File: src/hdl/lsw_pkg.sv
// Shared types and constants of the load/store word unit.
// Holds the controller/datapath command and status structs; depends on nothing.
package lsw_pkg;

	localparam int MEM_BYTES = 65536;
	localparam int MEM_AW    = $clog2(MEM_BYTES);
	localparam int RF_DEPTH  = 16;
	localparam int RF_AW     = $clog2(RF_DEPTH);
	localparam int IN_W      = 88;
	localparam int OUT_W     = 72;

	localparam logic [1:0] OP_XFER = 2'd0;
	localparam logic [1:0] OP_WREG = 2'd1;
	localparam logic [1:0] OP_WMEM = 2'd2;

	localparam logic [1:0] STAT_DONE = 2'd0;
	localparam logic [1:0] STAT_GPIO = 2'd1;
	localparam logic [1:0] STAT_OOB  = 2'd2;

	localparam logic CFG_GPIO_LOW  = 1'b0;
	localparam logic CFG_GPIO_HIGH = 1'b1;

	// register file read select
	typedef enum logic [1:0] {RSEL_RM, RSEL_RS, RSEL_RN, RSEL_RD} rsel_t;
	// where the registered register file read lands
	typedef enum logic [2:0] {RCAP_NONE, RCAP_RM, RCAP_RS, RCAP_RN, RCAP_WORD} rcap_t;
	// register file write source
	typedef enum logic [1:0] {WSEL_PRE, WSEL_GPIO, WSEL_LOAD, WSEL_EA} wsel_t;
	// byte memory write source
	typedef enum logic [1:0] {MSEL_CLEAR, MSEL_PRE, MSEL_STORE} msel_t;

	typedef struct packed {
		logic              take_item;
		logic              rf_re;
		rsel_t             rf_rsel;
		rcap_t             rf_cap;
		logic              rf_we;
		wsel_t             rf_wsel;
		logic              calc_off;
		logic              calc_ea;
		logic              addr_from_ea;
		logic              addr_from_rn;
		logic              check;
		logic              mem_re;
		logic              mem_we;
		msel_t             mem_wsel;
		logic [1:0]        byte_sel;
		logic              byte_cap;
		logic [1:0]        cap_sel;
		logic              out_load;
		logic [MEM_AW-1:0] clr_addr;
	} lsw_cmd_t;

	typedef struct packed {
		logic [1:0] op;
		logic       pre;
		logic       is_load;
		logic       gpio;
		logic       oob;
		logic       rf_idx_ok;
		logic       mem_idx_ok;
	} lsw_stat_t;

endpackage

File: src/hdl/lsw_ctrl.sv
// Controller of the load/store word unit: sequences register reads, the
// offset and address steps, byte transfers, writeback and the result word.
// Depends on lsw_pkg.
module lsw_ctrl
	import lsw_pkg::*;
(
	input  logic      clk,
	input  logic      arst_n,
	input  logic      s_tvalid,
	output logic      s_tready,
	output logic      m_tvalid,
	input  logic      m_tready,
	input  lsw_stat_t st,
	output lsw_cmd_t  cmd
);

	typedef enum logic [4:0] {
		ST_CLEAR, ST_IDLE, ST_DISPATCH, ST_BASE_RD, ST_BASE_CAP,
		ST_RM_RD, ST_RS_RD, ST_RN_RD, ST_OFF, ST_EA, ST_CHECK, ST_XFER,
		ST_LD, ST_LD_FIN, ST_LD_WB, ST_ST_RD, ST_ST_CAP, ST_ST, ST_WB, ST_DONE
	} state_t;

	state_t            state_q, state_d;
	logic [1:0]        cnt_q;
	logic [MEM_AW-1:0] clr_q;
	logic              m_tvalid_q;
	logic              out_free;

	assign s_tready = (state_q == ST_IDLE);
	assign m_tvalid = m_tvalid_q;
	assign out_free = !m_tvalid_q || m_tready;

	always_comb begin
		cmd          = '0;
		cmd.rf_rsel  = RSEL_RM;
		cmd.rf_cap   = RCAP_NONE;
		cmd.rf_wsel  = WSEL_PRE;
		cmd.mem_wsel = MSEL_CLEAR;
		cmd.byte_sel = cnt_q;
		cmd.cap_sel  = cnt_q - 2'd1;
		cmd.clr_addr = clr_q;
		state_d      = state_q;
		unique case (state_q)
			ST_CLEAR: begin
				cmd.mem_we = 1'b1;
				if (clr_q == MEM_AW'(MEM_BYTES - 1)) begin
					state_d = ST_IDLE;
				end
			end
			ST_IDLE: begin
				cmd.take_item = s_tvalid;
				if (s_tvalid) begin
					state_d = ST_DISPATCH;
				end
			end
			ST_DISPATCH: begin
				if (st.op == OP_XFER) begin
					state_d = st.pre ? ST_RM_RD : ST_BASE_RD;
				end else begin
					cmd.rf_wsel  = WSEL_PRE;
					cmd.rf_we    = (st.op == OP_WREG) && st.rf_idx_ok;
					cmd.mem_wsel = MSEL_PRE;
					cmd.mem_we   = (st.op == OP_WMEM) && st.mem_idx_ok;
					state_d      = ST_DONE;
				end
			end
			ST_BASE_RD: begin
				cmd.rf_re   = 1'b1;
				cmd.rf_rsel = RSEL_RN;
				state_d     = ST_BASE_CAP;
			end
			ST_BASE_CAP: begin
				cmd.addr_from_rn = 1'b1;
				state_d          = ST_CHECK;
			end
			ST_RM_RD: begin
				cmd.rf_re   = 1'b1;
				cmd.rf_rsel = RSEL_RM;
				state_d     = ST_RS_RD;
			end
			ST_RS_RD: begin
				cmd.rf_cap  = RCAP_RM;
				cmd.rf_re   = 1'b1;
				cmd.rf_rsel = RSEL_RS;
				state_d     = ST_RN_RD;
			end
			ST_RN_RD: begin
				cmd.rf_cap  = RCAP_RS;
				cmd.rf_re   = 1'b1;
				cmd.rf_rsel = RSEL_RN;
				state_d     = ST_OFF;
			end
			ST_OFF: begin
				cmd.rf_cap   = RCAP_RN;
				cmd.calc_off = 1'b1;
				state_d      = ST_EA;
			end
			ST_EA: begin
				cmd.calc_ea      = 1'b1;
				cmd.addr_from_ea = st.pre;
				state_d          = st.pre ? ST_CHECK : ST_WB;
			end
			ST_CHECK: begin
				cmd.check = 1'b1;
				state_d   = ST_XFER;
			end
			ST_XFER: begin
				if (st.gpio) begin
					cmd.rf_we   = st.is_load;
					cmd.rf_wsel = WSEL_GPIO;
					state_d     = st.pre ? ST_DONE : ST_RM_RD;
				end else if (st.oob) begin
					state_d = st.pre ? ST_DONE : ST_RM_RD;
				end else begin
					state_d = st.is_load ? ST_LD : ST_ST_RD;
				end
			end
			ST_LD: begin
				cmd.mem_re   = 1'b1;
				cmd.byte_cap = (cnt_q != 2'd0);
				if (cnt_q == 2'd3) begin
					state_d = ST_LD_FIN;
				end
			end
			ST_LD_FIN: begin
				cmd.byte_cap = 1'b1;
				cmd.cap_sel  = 2'd3;
				state_d      = ST_LD_WB;
			end
			ST_LD_WB: begin
				cmd.rf_we   = 1'b1;
				cmd.rf_wsel = WSEL_LOAD;
				state_d     = st.pre ? ST_DONE : ST_RM_RD;
			end
			ST_ST_RD: begin
				cmd.rf_re   = 1'b1;
				cmd.rf_rsel = RSEL_RD;
				state_d     = ST_ST_CAP;
			end
			ST_ST_CAP: begin
				cmd.rf_cap = RCAP_WORD;
				state_d    = ST_ST;
			end
			ST_ST: begin
				cmd.mem_we   = 1'b1;
				cmd.mem_wsel = MSEL_STORE;
				if (cnt_q == 2'd3) begin
					state_d = st.pre ? ST_DONE : ST_RM_RD;
				end
			end
			ST_WB: begin
				cmd.rf_we   = 1'b1;
				cmd.rf_wsel = WSEL_EA;
				state_d     = ST_DONE;
			end
			ST_DONE: begin
				cmd.out_load = out_free;
				if (out_free) begin
					state_d = ST_IDLE;
				end
			end
			default: state_d = ST_IDLE;
		endcase
	end

	always_ff @(posedge clk or negedge arst_n) begin
		if (!arst_n) begin
			state_q    <= ST_CLEAR;
			cnt_q      <= 2'd0;
			clr_q      <= '0;
			m_tvalid_q <= 1'b0;
		end else begin
			state_q <= state_d;
			if (state_q == ST_CLEAR) begin
				clr_q <= clr_q + MEM_AW'(1);
			end
			if (state_q == ST_LD || state_q == ST_ST) begin
				cnt_q <= cnt_q + 2'd1;
			end else begin
				cnt_q <= 2'd0;
			end
			if (cmd.out_load) begin
				m_tvalid_q <= 1'b1;
			end else if (m_tready) begin
				m_tvalid_q <= 1'b0;
			end
		end
	end

	a_store_in_range: assert property (@(posedge clk) disable iff (!arst_n)
		(state_q == ST_ST) |-> (!st.gpio && !st.oob))
		else $error("byte store issued for a window or out-of-range address");

	a_load_wb_is_load: assert property (@(posedge clk) disable iff (!arst_n)
		(state_q == ST_LD_WB) |-> st.is_load)
		else $error("load writeback for a store instruction");

	a_no_result_in_clear: assert property (@(posedge clk) disable iff (!arst_n)
		m_tvalid_q |-> (state_q != ST_CLEAR))
		else $error("result word pending during memory clear");

	a_done_holds: assert property (@(posedge clk) disable iff (!arst_n)
		(state_q == ST_DONE && m_tvalid_q && !m_tready) |=> (state_q == ST_DONE))
		else $error("result overwritten while receiver stalls");

endmodule

File: config.mk
export PLATFORM = sky130hd
export DESIGN_NAME = lsw_ctrl
export DESIGN_NICKNAME = d
export VERILOG_FILES = /design/src/hdl/lsw_pkg.sv /design/src/hdl/lsw_ctrl.sv
export SDC_FILE = /design/constraint.sdc
export NUM_CORES = 1
export LEC_CHECK = 0
export ABC_CLOCK_PERIOD_IN_PS = 3500
export BUFFER_PORTS_ARGS = -buffer_cell sky130_fd_sc_hd__buf_2
export CAP_MARGIN = 20
export CORE_MARGIN = 4
export CORE_UTILIZATION = 35
export CTS_BUF_LIST = sky130_fd_sc_hd__clkbuf_8
export CTS_CLUSTER_SIZE = 8
export DETAILED_ROUTE_END_ITERATION = 10
export HOLD_SLACK_MARGIN = 0.05
export PLACE_DENSITY = 0.66
export RECOVER_POWER = 25
export SLEW_MARGIN = 0
export SYNTH_ARGS = -nofsm -noshare
export SYNTH_HDL_FRONTEND = slang
export SYNTH_SLANG_ARGS = --single-unit
File: constraint.sdc
create_clock -name clk -period 3.5 [get_ports clk]
set_input_delay 0.35 -clock clk [delete_from_list [all_inputs] [get_ports clk]]
set_output_delay 0.35 -clock clk [all_outputs]
set_load 0.02 [all_outputs]
==> results.md <==
* Worst r2r path cells at 5
* Unique masters post-synth at 50
* CTS clk-pin slew, worst paths at 0.09 ns
* Area of the die at 0.00607 mm²
* Internal at 807 µW
* Post-Syn Area at 0.00171 mm²
* Combinational power share at 0.515
* Residual DRC count at 0
* CTS tree: built
* Net Sw Power at 799 µW
* Final Hold Fails at 0
* Worst setup SP type: flop
* Setup TNS Final at 0 ns
* Worst path buffer plus inverter count at 1
* Leakage dissipation at 0.000988 µW
* Period utilization at 0.692
* Multi-input gate area at 0.00102 mm²
* Slowest CP cell: dfrtp_1
* Nets at 272
* Cell taking the most area after synthesis: dfrtp_1
* Postcts setup bufs at 0
* Area share of the largest cell type after synthesis at 0.351
* Routability congestion estimate at 0.916
* Critical path class: reg -> out
* Worst Max-Slew Pin Slew at 1.27 ns
* Iteration count of the initial detailed-routing pass at 4
* CTS buffer count at 3
* H-tree levels at 1
* Crit path depth at 5
* Dpl hpwl at 3390 µm
* Global Route Usage Sum at 0.153
* Post-CTS sizing at 0
* Worst path required time at 3.15 ns
* Worst-skew pair later-pin latency at 0.27 ns
* Ranking of synthesized cells by area: dfrtp_1 (35%), nor2_1 (6.4%), xnor2_1 (6.1%)
* Setup crit end: cmd[39]
* RR Startpoint: state_q[0]$_DFFE_PN0P_
* Routed wire per std cell at 14.1 µm
* PD cells at 778 mW/mm²
* Final Max Tran Viols at 0
* Register area at 601 µm²
* Worst-path fanout max at 28
* Critical path arrival at 2.07 ns
* N_diodes at 0
* Synth Register Bits at 24
* Reg power frac at 0.331
* Critical path cell sequence: nand2_1, o21ai_0, a21oi_1, nor2_1, buf_2
* Layout Cells excl Fill at 323
* Run status: finished clean
* Most used DFF post-synth: dfrtp_1
* Max cap viols at 0
* Clk sinks at 24
* DR vias at 1681
* Vias in the first global route at 1620
* Setup Viol. Count Final at 0
* Synth top cells by count: nor2_1 (29), dfrtp_1 (24), nand2_1 (18)
* Initial Util at 0.362
* Yosys warning count at 0
* CP peak stage delay at 0.88 ns
* Top-count cell post-synth: nor2_1
* Core Footprint at 0.00472 mm²
* First-pass GRT wire length at 7690 µm
* Slew headroom at 0.152
* Net Sw Frac at 0.497
* Share of layout cells above drive strength 1 at 0.250
* DRT iter0 DRCs at 132
* Fill count at 506
* Register area share after synthesis at 0.351
* Peak Freq at 413 MHz
* R2r setup slk at 1.28 ns
* Clock root cell: clkbuf_8
* Max IR drop VDD at 237 µV
* Placed Cells at 319
* Number of enable flip-flop cells after synthesis at 0
* Max Clock Skew at 0.00531 ns
* FFs w/ async S/R, synth at 1.00
* CP endpoint kind: primary output
* Crit path max-delay family: flip-flops
* GRT overflow at 0
* Area delta synth->final at 20.6%
* Largest net degree at the start of global routing at 29
* Syn Area/Cell at 8.11 µm²
* Hold Crit Class: in -> async
* Boundary Pins at 55
* CTS Buffer Depth at 2
* RSZ-0062 raised after global routing: no
* Net count of the mapped netlist at 226
* Critical path origin: state_q[0]$_DFFE_PN0P_
* Clock Power Share at 0.154
* Fin crit period at 2.42 ns
* Antenna violations before repair at 0
* Buffers added on ports at 54
* Mapped Cells at 211
* Via/cell ratio at 5.20
* Terminus of the critical flop-to-flop path: state_q[0]$_DFFE_PN0P_
* Antenna-violating nets left at 0
* Cts-stage hold buffer count at 0
* Cell Rows at 25
* Post-Route WL at 4550 µm
* Die height at 77.9 µm
* Die Wd at 77.9 µm
[cells by family after synthesis]
family / after synthesis / share of synthesized area
buffers and inverters: 18 / 0.0527
XOR/XNOR: 16 / 0.0819
adder cells (fa/ha/maj): 3 / 0.0219
AO/OA/AOI/OAI: 42 / 0.165
AND/OR/NAND/NOR: 107 / 0.322
multiplexers: 1 / 0.00585
flip-flops: 24 / 0.351
[power groups by stage]
| stage | logic (µW) | clock network [µW] | registers (µW) |
|---|---|---|---|
| 6_report | 828 | 247 | 532 |
| 5_1_grt | 925 | 261 | 554 |
| 4_1_cts | 832 | 254 | 526 |
| 3_5_place_dp | 828 | 0 | 533 |
| 3_3_place_gp | 828 | 0 | 527 |
| 2_1_floorplan | 692 | 0 | 455 |
[worst min-delay path by stage]
stage	from	to	slack, ns	cells past startpoint
2_1_floorplan	arst_n	clr_q[0]$_DFFE_PN0P_	0.05	0
3_3_place_gp	arst_n	clr_q[12]$_DFFE_PN0P_	0.37	1
3_5_place_dp	arst_n	clr_q[11]$_DFFE_PN0P_	0.37	1
4_1_cts	arst_n	clr_q[12]$_DFFE_PN0P_	0.07	1
5_1_grt	m_tready	m_tvalid$_DFFE_PN0P_	0.41	3
6_report	arst_n	clr_q[11]$_DFFE_PN0P_	0.33	1
[layout by cell type (no fill, tap or decap), types with 3 or more instances in the layout]
master	instances
o21ai_0	10
nand3b_1	3
nor2_1	29
buf_2	53
xor2_1	4
nor3_1	10
clkbuf_8	3
nand3_1	10
xnor2_1	12
and3_1	4
a21oi_1	9
dfrtp_1	24
ha_1	3
inv_1	5
nor2b_1	8
nand2_1	18
a31oi_1	4
nand4_1	5
nand2b_1	5
[sequential cells by signal, summed over array words and instances, names as in the netlist]
name and flops:
clr_q 16, cnt_q 2, m_tvalid 1, state_q 5
[routing by layer]
metal  vias up  global-route usage  part of all wire
met2        52               0.242              0.47
li1        838                   -                 -
met4         0              0.0367             0.011
met3         7              0.0290             0.063
met1       784               0.214              0.46
met5         -                   0                 0
[stage by stage]
| step | instance area (µm²) | hold WS (ns) | util | setup WS (ns) | power, µW |
|---|---|---|---|---|---|
| CTS | 2060 | 0.0712 | 0.437 | 1.09 | 1610 |
| detailed placement | 1990 | 0.371 | 0.422 | 1.35 | 1360 |
| finish | 2060 | 0.330 | 0.437 | 1.08 | 1610 |
| global route | 2060 | 0.406 | 0.437 | 0.928 | 1740 |
| global placement | 1990 | 0.374 | 0.422 | 1.34 | 1360 |
| floorplan | 1710 | 0.0544 | - | 1.64 | 1150 |
[area by class of cell]
cell class	count	share of cell area
clock inverters	1	0.0146
multi-input cells	169	0.494
clock buffers	3	0.0200
well taps	67	0.0406
repair buffers	54	0.130
flip-flops and latches	24	0.291
inverters	5	0.00910
No activity file was read; power rests on OpenSTA's default activity.
